==> src/rtl/aob_pkg.sv <==
// ----------------------------------------------------------------------------
// aob_pkg: shared definitions of the alpha over blend block
// Channel width, derived datapath widths, pipeline depths and the types that
// travel between the front end, the divider lanes and the merge stage.
// ----------------------------------------------------------------------------
package aob_pkg;

  localparam int CHANNEL_BITS = 8;
  localparam int NUM_COLORS   = 3;
  localparam int NUM_LANES    = NUM_COLORS;

  // Product of two channels, the weighted sum, and the doubled rounding terms.
  localparam int PROD_W = 2 * CHANNEL_BITS;
  localparam int PN_W   = 3 * CHANNEL_BITS;
  localparam int NUM_W  = 3 * CHANNEL_BITS + 1;
  localparam int DIV_W  = 2 * CHANNEL_BITS + 1;

  localparam int PREP_STAGES = 4;
  localparam int DIV_STAGES  = CHANNEL_BITS;
  localparam int PIPE_STAGES = PREP_STAGES + DIV_STAGES;

  typedef logic [CHANNEL_BITS-1:0] chan_t;
  typedef logic [NUM_COLORS-1:0][CHANNEL_BITS-1:0] rgb_t;

  localparam chan_t CH_MAX = '1;
  localparam logic [PROD_W-1:0] CH_MAX_SQ = PROD_W'(CH_MAX) * PROD_W'(CH_MAX);

  // Load enables of every pipeline register bank.
  typedef struct packed {
    logic [PREP_STAGES-1:0] prep_en;
    logic [DIV_STAGES-1:0]  div_en;
    logic                   out_en;
  } stage_ctrl_t;

  // Rounded division request: quotient = num2 / dvsr.
  typedef struct packed {
    logic [NUM_W-1:0] num2;
    logic [DIV_W-1:0] dvsr;
  } div_req_t;

  typedef struct packed {
    chan_t red;
    chan_t green;
    chan_t blue;
    chan_t alpha;
  } result_t;

endpackage

==> src/rtl/aob_if.sv <==
// ----------------------------------------------------------------------------
// aob_if: pixel channels of the alpha over blend block
// The input channel carries a top and bottom RGBA pixel, the output channel
// the composite pixel, each with a valid/ready handshake.
// ----------------------------------------------------------------------------
interface aob_in_if;
  import aob_pkg::*;

  logic  valid;
  logic  ready;
  chan_t top_red;
  chan_t top_green;
  chan_t top_blue;
  chan_t top_alpha;
  chan_t bottom_red;
  chan_t bottom_green;
  chan_t bottom_blue;
  chan_t bottom_alpha;

  modport source (
    output valid, top_red, top_green, top_blue, top_alpha,
           bottom_red, bottom_green, bottom_blue, bottom_alpha,
    input  ready
  );

  modport sink (
    input  valid, top_red, top_green, top_blue, top_alpha,
           bottom_red, bottom_green, bottom_blue, bottom_alpha,
    output ready
  );
endinterface

interface aob_out_if;
  import aob_pkg::*;

  logic  valid;
  logic  ready;
  chan_t out_red;
  chan_t out_green;
  chan_t out_blue;
  chan_t out_alpha;

  modport source (
    output valid, out_red, out_green, out_blue, out_alpha,
    input  ready
  );

  modport sink (
    input  valid, out_red, out_green, out_blue, out_alpha,
    output ready
  );
endinterface

==> src/rtl/aob_prep.sv <==
// ----------------------------------------------------------------------------
// aob_prep: weight and numerator front end
// Forms the coverage D, the colour weights and the doubled, rounding-biased
// numerators and divisors for the three colour lanes, and the rounded alpha.
// ----------------------------------------------------------------------------
module aob_prep (
  input  logic                                        clk,
  input  aob_pkg::stage_ctrl_t                        ctrl,
  input  aob_pkg::rgb_t                               top_rgb,
  input  aob_pkg::rgb_t                               bot_rgb,
  input  aob_pkg::chan_t                              top_a,
  input  aob_pkg::chan_t                              bot_a,
  output aob_pkg::div_req_t [aob_pkg::NUM_LANES-1:0]  lane_req,
  output aob_pkg::chan_t                              alpha,
  output logic                                        zero
);
  import aob_pkg::*;

  // Stage 0: inverse coverage product and the two weights.
  rgb_t              top0_r, bot0_r;
  logic [PROD_W-1:0] pm0_r, wt0_r, wb0_r;
  logic              zero0_r;

  // Stage 1: coverage D and the top products.
  logic [PROD_W-1:0]                 d1_r, wb1_r;
  logic [NUM_COLORS-1:0][PN_W-1:0]   ptop1_r;
  rgb_t                              bot1_r;
  logic                              zero1_r;

  // Stage 2: weighted colour sums.
  logic [PROD_W-1:0]                 d2_r;
  logic [NUM_COLORS-1:0][PN_W-1:0]   n2_r;
  logic                              zero2_r;

  // Stage 3: division requests and the finished alpha.
  div_req_t [NUM_LANES-1:0] req3_r;
  chan_t                    alpha3_r;
  logic                     zero3_r;
  logic [PROD_W-1:0]        alpha_y;
  logic [DIV_W-1:0]         alpha_s;

  always_ff @(posedge clk) begin
    if (ctrl.prep_en[0]) begin
      top0_r  <= top_rgb;
      bot0_r  <= bot_rgb;
      pm0_r   <= PROD_W'(CH_MAX - top_a) * PROD_W'(CH_MAX - bot_a);
      wt0_r   <= {top_a, {CHANNEL_BITS{1'b0}}} - PROD_W'(top_a);
      wb0_r   <= PROD_W'(bot_a) * PROD_W'(CH_MAX - top_a);
      zero0_r <= (top_a == '0) && (bot_a == '0);
    end
  end

  always_ff @(posedge clk) begin
    if (ctrl.prep_en[1]) begin
      d1_r    <= CH_MAX_SQ - pm0_r;
      wb1_r   <= wb0_r;
      bot1_r  <= bot0_r;
      zero1_r <= zero0_r;
      for (int c = 0; c < NUM_COLORS; c++) begin
        ptop1_r[c] <= PN_W'(top0_r[c]) * PN_W'(wt0_r);
      end
    end
  end

  always_ff @(posedge clk) begin
    if (ctrl.prep_en[2]) begin
      d2_r    <= d1_r;
      zero2_r <= zero1_r;
      for (int c = 0; c < NUM_COLORS; c++) begin
        n2_r[c] <= ptop1_r[c] + PN_W'(bot1_r[c]) * PN_W'(wb1_r);
      end
    end
  end

  // Alpha is round(D/M) = floor((D + (M-1)/2) / M). With M = 2^B - 1 the
  // division of y by M is (y + (y >> B) + 1) >> B, exact over this range.
  assign alpha_y = d2_r + PROD_W'(CH_MAX >> 1);
  assign alpha_s = DIV_W'(alpha_y) + DIV_W'(alpha_y >> CHANNEL_BITS) + DIV_W'(1'b1);

  // round(n/d) = (2n + d) / (2d) for every colour lane.
  always_ff @(posedge clk) begin
    if (ctrl.prep_en[3]) begin
      zero3_r  <= zero2_r;
      alpha3_r <= alpha_s[PROD_W-1:CHANNEL_BITS];
      for (int c = 0; c < NUM_COLORS; c++) begin
        req3_r[c].num2 <= {n2_r[c], 1'b0} + NUM_W'(d2_r);
        req3_r[c].dvsr <= {d2_r, 1'b0};
      end
    end
  end

  assign lane_req = req3_r;
  assign alpha    = alpha3_r;
  assign zero     = zero3_r;

endmodule

==> src/rtl/aob_div_lane.sv <==
// ----------------------------------------------------------------------------
// aob_div_lane: pipelined restoring divider lane
// Resolves one quotient bit per stage, most significant first. The quotient
// is known to fit in one channel, so the divisor starts aligned to its top bit.
// ----------------------------------------------------------------------------
module aob_div_lane (
  input  logic                  clk,
  input  aob_pkg::stage_ctrl_t  ctrl,
  input  aob_pkg::div_req_t     req,
  output aob_pkg::chan_t        quo
);
  import aob_pkg::*;

  logic [NUM_W-1:0] rem_r [DIV_STAGES-1];
  logic [DIV_W-1:0] dv_r  [DIV_STAGES-1];
  chan_t            q_r   [DIV_STAGES];

  for (genvar k = 0; k < DIV_STAGES; k++) begin : g_stage
    localparam int BIT = DIV_STAGES - 1 - k;

    logic [NUM_W-1:0] rem_in;
    logic [DIV_W-1:0] dv_in;
    chan_t            q_in;
    logic [NUM_W-1:0] trial;
    logic             fits;

    if (k == 0) begin : g_first
      assign rem_in = req.num2;
      assign dv_in  = req.dvsr;
      assign q_in   = '0;
    end else begin : g_next
      assign rem_in = rem_r[k-1];
      assign dv_in  = dv_r[k-1];
      assign q_in   = q_r[k-1];
    end

    assign trial = NUM_W'(dv_in) << BIT;
    assign fits  = (rem_in >= trial);

    always_ff @(posedge clk) begin
      if (ctrl.div_en[k]) begin
        q_r[k] <= fits ? (q_in | (chan_t'(1) << BIT)) : q_in;
      end
    end

    if (k < DIV_STAGES - 1) begin : g_carry
      always_ff @(posedge clk) begin
        if (ctrl.div_en[k]) begin
          rem_r[k] <= fits ? (rem_in - trial) : rem_in;
          dv_r[k]  <= dv_in;
        end
      end
    end
  end

  assign quo = q_r[DIV_STAGES-1];

endmodule

==> src/rtl/aob_merge.sv <==
// ----------------------------------------------------------------------------
// aob_merge: lane merge and output register
// Gathers the three colour quotients and the alpha into one composite pixel,
// forces the fully transparent case to zero, and holds the result until taken.
// ----------------------------------------------------------------------------
module aob_merge (
  input  logic                                    clk,
  input  logic                                    rst_n,
  input  aob_pkg::stage_ctrl_t                    ctrl,
  input  logic                                    stage_valid,
  input  logic                                    zero,
  input  aob_pkg::chan_t [aob_pkg::NUM_LANES-1:0] lane_q,
  input  aob_pkg::chan_t                          alpha,
  output logic                                    res_valid,
  output aob_pkg::result_t                        res
);
  import aob_pkg::*;

  logic    res_valid_r;
  result_t res_r;

  always_ff @(posedge clk) begin
    if (!rst_n) begin
      res_valid_r <= 1'b0;
    end else if (ctrl.out_en) begin
      res_valid_r <= stage_valid;
    end
  end

  always_ff @(posedge clk) begin
    if (ctrl.out_en) begin
      if (zero) begin
        res_r <= '0;
      end else begin
        res_r.red   <= lane_q[0];
        res_r.green <= lane_q[1];
        res_r.blue  <= lane_q[2];
        res_r.alpha <= alpha;
      end
    end
  end

  assign res_valid = res_valid_r;
  assign res       = res_r;

endmodule

==> src/rtl/alpha_over_blend.sv <==
// ----------------------------------------------------------------------------
// alpha_over_blend: Porter-Duff over compositing, straight alpha
// Composites a top RGBA pixel over a bottom RGBA pixel in unsigned
// normalized channels, rounding every output to nearest.
// ----------------------------------------------------------------------------
// Usage:
//   A request on in_pix carries one top and one bottom pixel. It is taken at
//   a rising edge of clk at which in_pix.valid and in_pix.ready are both
//   high. The composite pixel leaves on out_pix under the same handshake.
// Throughput and stages:
//   One request per cycle, sustained while out_pix.ready stays high. A request
//   passes through the PREP_STAGES front-end stages and the DIV_STAGES divider
//   stages before it reaches the output register. The divider lanes resolve
//   one quotient bit per pipeline stage.
// Stalls:
//   Every stage has its own valid bit. When out_pix.ready is low the output
//   register holds its result and the stages behind it keep filling any
//   empty slots; in_pix.ready drops only once every stage is occupied.
// Reset:
//   rst_n is synchronous and active low. It clears all valid bits, so no
//   result is presented after reset; the datapath registers are not reset.
// ----------------------------------------------------------------------------
module alpha_over_blend (
  input  logic       clk,
  input  logic       rst_n,
  aob_in_if.sink     in_pix,
  aob_out_if.source  out_pix
);
  import aob_pkg::*;

  localparam logic [PIPE_STAGES-1:0] ALL_VALID = '1;

  // Valid bit of every pipeline stage, front end first, then the divider.
  logic [PIPE_STAGES-1:0] v_r, v_nxt, v_shift;
  logic [PIPE_STAGES-1:0] stage_rdy;
  logic                   out_free;

  // Transparent-pair flag and finished alpha, carried alongside the divider.
  logic [DIV_STAGES-1:0]  zd_r, zd_shift;
  chan_t [DIV_STAGES-1:0] ad_r, ad_shift;

  stage_ctrl_t                    ctrl;
  rgb_t                           top_rgb, bot_rgb;
  div_req_t [NUM_LANES-1:0]       lane_req;
  chan_t [NUM_LANES-1:0]          lane_q;
  chan_t                          prep_alpha;
  logic                           prep_zero;
  logic                           res_valid;
  result_t                        res;

  // A stage may load when the output register can take a result, or when
  // it or any stage between it and the output is empty.
  assign out_free = !res_valid || out_pix.ready;

  always_comb begin
    for (int k = 0; k < PIPE_STAGES; k++) begin
      stage_rdy[k] = out_free || ((v_r >> k) != (ALL_VALID >> k));
    end
  end

  assign ctrl.prep_en = stage_rdy[PREP_STAGES-1:0];
  assign ctrl.div_en  = stage_rdy[PIPE_STAGES-1:PREP_STAGES];
  assign ctrl.out_en  = out_free;

  assign in_pix.ready = stage_rdy[0];

  assign v_shift = {v_r[PIPE_STAGES-2:0], in_pix.valid};

  always_comb begin
    v_nxt = v_r;
    for (int k = 0; k < PIPE_STAGES; k++) begin
      if (stage_rdy[k]) begin
        v_nxt[k] = v_shift[k];
      end
    end
  end

  always_ff @(posedge clk) begin
    if (!rst_n) begin
      v_r <= '0;
    end else begin
      v_r <= v_nxt;
    end
  end

  assign zd_shift = {zd_r[DIV_STAGES-2:0], prep_zero};
  assign ad_shift = {ad_r[DIV_STAGES-2:0], prep_alpha};

  always_ff @(posedge clk) begin
    for (int j = 0; j < DIV_STAGES; j++) begin
      if (ctrl.div_en[j]) begin
        zd_r[j] <= zd_shift[j];
        ad_r[j] <= ad_shift[j];
      end
    end
  end

  assign top_rgb = {in_pix.top_blue, in_pix.top_green, in_pix.top_red};
  assign bot_rgb = {in_pix.bottom_blue, in_pix.bottom_green, in_pix.bottom_red};

  aob_prep u_prep (
    .clk      (clk),
    .ctrl     (ctrl),
    .top_rgb  (top_rgb),
    .bot_rgb  (bot_rgb),
    .top_a    (in_pix.top_alpha),
    .bot_a    (in_pix.bottom_alpha),
    .lane_req (lane_req),
    .alpha    (prep_alpha),
    .zero     (prep_zero)
  );

  // Three colour lanes, all the same divider. The alpha only needs a division
  // by full scale, which the front end finishes on its own.
  for (genvar l = 0; l < NUM_LANES; l++) begin : g_lane
    aob_div_lane u_lane (
      .clk  (clk),
      .ctrl (ctrl),
      .req  (lane_req[l]),
      .quo  (lane_q[l])
    );
  end

  aob_merge u_merge (
    .clk         (clk),
    .rst_n       (rst_n),
    .ctrl        (ctrl),
    .stage_valid (v_r[PIPE_STAGES-1]),
    .zero        (zd_r[DIV_STAGES-1]),
    .lane_q      (lane_q),
    .alpha       (ad_r[DIV_STAGES-1]),
    .res_valid   (res_valid),
    .res         (res)
  );

  assign out_pix.valid     = res_valid;
  assign out_pix.out_red   = res.red;
  assign out_pix.out_green = res.green;
  assign out_pix.out_blue  = res.blue;
  assign out_pix.out_alpha = res.alpha;

endmodule

==> src/flat_wrapper.sv <==
// flat-port wrapper written by rule: the top's interface ports become plain ports
module alpha_over_blend_flat import aob_pkg::*;
  (clk, rst_n, in_pix_valid, in_pix_top_red, in_pix_top_green, in_pix_top_blue, in_pix_top_alpha, in_pix_bottom_red, in_pix_bottom_green, in_pix_bottom_blue, in_pix_bottom_alpha, in_pix_ready, out_pix_valid, out_pix_out_red, out_pix_out_green, out_pix_out_blue, out_pix_out_alpha, out_pix_ready);
  aob_in_if in_pix_i ();
  aob_out_if out_pix_i ();
  input  logic clk;
  input  logic rst_n;
  input wire logic [$bits(in_pix_i.valid)-1:0] in_pix_valid;
  input wire logic [$bits(in_pix_i.top_red)-1:0] in_pix_top_red;
  input wire logic [$bits(in_pix_i.top_green)-1:0] in_pix_top_green;
  input wire logic [$bits(in_pix_i.top_blue)-1:0] in_pix_top_blue;
  input wire logic [$bits(in_pix_i.top_alpha)-1:0] in_pix_top_alpha;
  input wire logic [$bits(in_pix_i.bottom_red)-1:0] in_pix_bottom_red;
  input wire logic [$bits(in_pix_i.bottom_green)-1:0] in_pix_bottom_green;
  input wire logic [$bits(in_pix_i.bottom_blue)-1:0] in_pix_bottom_blue;
  input wire logic [$bits(in_pix_i.bottom_alpha)-1:0] in_pix_bottom_alpha;
  output wire logic [$bits(in_pix_i.ready)-1:0] in_pix_ready;
  output wire logic [$bits(out_pix_i.valid)-1:0] out_pix_valid;
  output wire logic [$bits(out_pix_i.out_red)-1:0] out_pix_out_red;
  output wire logic [$bits(out_pix_i.out_green)-1:0] out_pix_out_green;
  output wire logic [$bits(out_pix_i.out_blue)-1:0] out_pix_out_blue;
  output wire logic [$bits(out_pix_i.out_alpha)-1:0] out_pix_out_alpha;
  input wire logic [$bits(out_pix_i.ready)-1:0] out_pix_ready;
  assign in_pix_i.valid = in_pix_valid;
  assign in_pix_i.top_red = in_pix_top_red;
  assign in_pix_i.top_green = in_pix_top_green;
  assign in_pix_i.top_blue = in_pix_top_blue;
  assign in_pix_i.top_alpha = in_pix_top_alpha;
  assign in_pix_i.bottom_red = in_pix_bottom_red;
  assign in_pix_i.bottom_green = in_pix_bottom_green;
  assign in_pix_i.bottom_blue = in_pix_bottom_blue;
  assign in_pix_i.bottom_alpha = in_pix_bottom_alpha;
  assign in_pix_ready = in_pix_i.ready;
  assign out_pix_valid = out_pix_i.valid;
  assign out_pix_out_red = out_pix_i.out_red;
  assign out_pix_out_green = out_pix_i.out_green;
  assign out_pix_out_blue = out_pix_i.out_blue;
  assign out_pix_out_alpha = out_pix_i.out_alpha;
  assign out_pix_i.ready = out_pix_ready;
  alpha_over_blend u_core (.clk(clk), .rst_n(rst_n), .in_pix(in_pix_i), .out_pix(out_pix_i));
endmodule
==> config.mk <==
export PLATFORM = sky130hd
export DESIGN_NAME = alpha_over_blend_flat
export DESIGN_NICKNAME = d
export VERILOG_FILES = /design/src/rtl/aob_pkg.sv /design/src/rtl/aob_if.sv /design/src/rtl/aob_prep.sv /design/src/rtl/aob_div_lane.sv /design/src/rtl/aob_merge.sv /design/src/rtl/alpha_over_blend.sv /design/src/flat_wrapper.sv
export SDC_FILE = /design/constraint.sdc
export NUM_CORES = 2
export LEC_CHECK = 0
export BUFFER_PORTS_ARGS = -buffer_cell sky130_fd_sc_hd__buf_2
export CAP_MARGIN = 40
export CORE_MARGIN = 2
export CORE_UTILIZATION = 30
export DETAILED_ROUTE_END_ITERATION = 6
export SYNTH_ARGS = -nofsm -noshare
export SYNTH_HDL_FRONTEND = slang
export SYNTH_SLANG_ARGS = --single-unit
==> constraint.sdc <==
create_clock -name clk -period 9.6 [get_ports clk]
set_clock_uncertainty 0.15 [all_clocks]
set_input_delay 1.92 -clock clk [delete_from_list [all_inputs] [get_ports clk]]
set_output_delay 1.92 -clock clk [all_outputs]
set_load 0.02 [all_outputs]
==> results.txt <==
Cells after Synth = 8,574
DIE HEIGHT = 562 um
worst skew pair latency = 0.86 ns
routed length per placed instance = 17.4 um
Final Hold Fails = 0
Worst Path Required = 7.53 ns
Rows = 204
RSZ-0062 raised after global routing = no
Die W = 562 um
post-synth top area cell = edfxtp_1
DIE AREA = 0.315 mm^2
total track usage = 14.2%
GRT Residual Overflow = 0
critical path arrival = 5.60 ns
H-tree levels = 4
post-synth top area share = 39.9%
DR iter-0 viols = 3,767
Max clock buf depth = 4
outcome = finished clean
CTS Hold Bufs = 0
Async S/R FF share, synth = 0%
total number of vias = 60.9k
nature of the critical path endpoint = output pin
cell count along the critical path = 12
Seq cells post-synth = 1,253
post-CTS sizing = 0
critical path's top delay family = simple AND/OR/NAND/NOR gates
Mean Syn Cell Area = 10.9 um^2
clk sink count = 1,253
DRC violations left = 0
CTS tree = built
Inst Count DP = 12.7k
Syn Nets = 10.1k
Post-Syn Area = 0.0933 mm^2
largest net degree at the start of global routing = 77
CP bufs+invs = 4
number of CTS-inserted buffers = 149
placer congestion estimate = 0.900
post-CTS setup buffer count = 0
Max Cap Violations = 0
worst r2r path cells = 17
slowest CP cell = and2_0
initial antenna violation count = 4
commonest non-fill, non-tap cell in the layout = edfxtp_1
Final period util = 79.9%
Finished Layout Cells = 12.9k
PortBufs = 101
worst-path maximum fanout = 33
detailed-route vias per instance = 4.71
Fin Setup TNS = 0 ns
# nets final = 10.2k
most frequent cells in the layout = 1,240 x edfxtp_1, 1,186 x inv_1, 771 x ha_1
total wire length = 225,000 um
Seq/Total Area, Yosys = 40.2%
Final Setup Violations = 0
Pins Over Slew Limit = 0
f_max = 130 MHz
Initial Util = 30.2%
CP Cell Sequence = buf_2 > nor2b_1 > and2_1 > inv_1 > nor2_1 > and2_0 > and4_1 > and2_1 > and3_1 > buf_4 > nand2_4 > buf_2
Slew HR = 39.1%
Post-synth EDFFs = 1,240
hpwl dp = 179,000 um
Core ar. = 0.309 mm^2
Synth cell types = 101
Setup Crit Path Kind = in -> out
CTS clk-pin slew, worst paths = 0.06 ns
final hold slack = 0.235 ns
worst min path class = reg -> reg
CTS root buf = clkbuf_16
vias in the first global route = 62.9k
total of warnings raised by yosys = 0
drt first pass iters = 6
first-pass GRT wire length = 356,000 um
slowest stage delay, CP = 0.60 ns
crit path time final = 7.67 ns
Setup WS post-layout = 1.93 ns
area grow syn2layout = 11.4%
Slew @ Worst Pin = 0.914 ns
Worst setup SP type = input port
Final ANT Viol Nets = 0
dpl ws = 1.92 ns
Hold Crit Depth = 0
I/O pin total = 102
largest cells by area after synthesis = edfxtp_1 40%, fa_1 14%, ha_1 10%, inv_1 4.8%, and2_1 4.0%
fraction of layout cells with a size suffix above 1 = 6.55%
dominant register cell in the synthesized netlist = edfxtp_1
-- cell families after synthesis --
kind of cell	Yosys count	share of synthesized area (%)
DFF	1253	40.2
adders and majority gates	1438	24.7
muxes	98	1.15
AOI/OAI and AO/OA	1359	9.37
xor gates and xnor gates	553	5.19
and+or+nand+nor	2474	13.7
buffers and inverters	1399	5.69
-- metal layers --
layer	wire length, um	global-route usage [%]
met1	99000	18.0
met3	9050	1.91
met5	0	0
met4	10600	6.04
met2	106000	24.0
-- cells in the mapped netlist, types with 52 or more instances --
master / n
edfxtp_1: 1240
inv_1: 1191
ha_1: 771
fa_1: 667
nand2_1: 601
and2_1: 593
nor2_1: 451
a21oi_1: 370
o21ai_0: 344
xnor2_1: 310
xor2_1: 243
clkbuf_1: 172
a21o_1: 169
nor2b_1: 158
nand2b_1: 127
nor3_1: 120
nand3_1: 96
o21a_1: 87
mux2_2: 72
nand4_1: 66
nor4_1: 52
-- final timing paths --
path / slack, ns / from / end
max: 1.93 / out_pix_ready / in_pix_ready
min: 0.23 / u_core.zd_r[1]$_DFFE_PP_ / u_core.zd_r[2]$_DFFE_PP_
max reg2reg: 3.62 / u_core.u_prep.wt0_r[1]$_DFFE_PP_ / u_core.u_prep.ptop1_r[68]$_DFFE_PP_
min reg2reg: 0.23 / u_core.zd_r[1]$_DFFE_PP_ / u_core.zd_r[2]$_DFFE_PP_
-- through the flow --
stage	cell area [um^2]	utilization (%)
6_report	104000	33.6
5_1_grt	104000	33.6
4_1_cts	104000	33.6
3_5_place_dp	99200	32.1
3_3_place_gp	98600	31.9
2_1_floorplan	93300	-
-- registers in the layout (all words and copies together) (netlist names), 24 cells and up --
name	flops
u_core.u_prep.bot1_r	24
u_core.u_prep.n2_r	72
u_core.u_merge.res	32
u_core.g_lane.u_lane.dv_r	105
u_core.ad_r	64
u_core.g_lane.u_lane.rem_r	511
u_core.u_prep.ptop1_r	72
u_core.u_prep.top0_r	24
u_core.g_lane.u_lane.q_r	108
u_core.u_prep.bot0_r	24
u_core.u_prep.lane_req	88
-- layout make-up --
type | instances | area (um^2)
clock inverter | 86 | 790
sequential | 1253 | 37500
fill | 30600 | 205000
multi-input combinational | 5922 | 50500
inverter | 1192 | 4490
timing repair buffer | 184 | 1560
tap | 4120 | 5150
antenna | 2 | 5.00
clock buffer | 171 | 3850
Power is not shown: default switching activity piles up to over one toggle a cycle in this logic, so the estimate is an artifact.
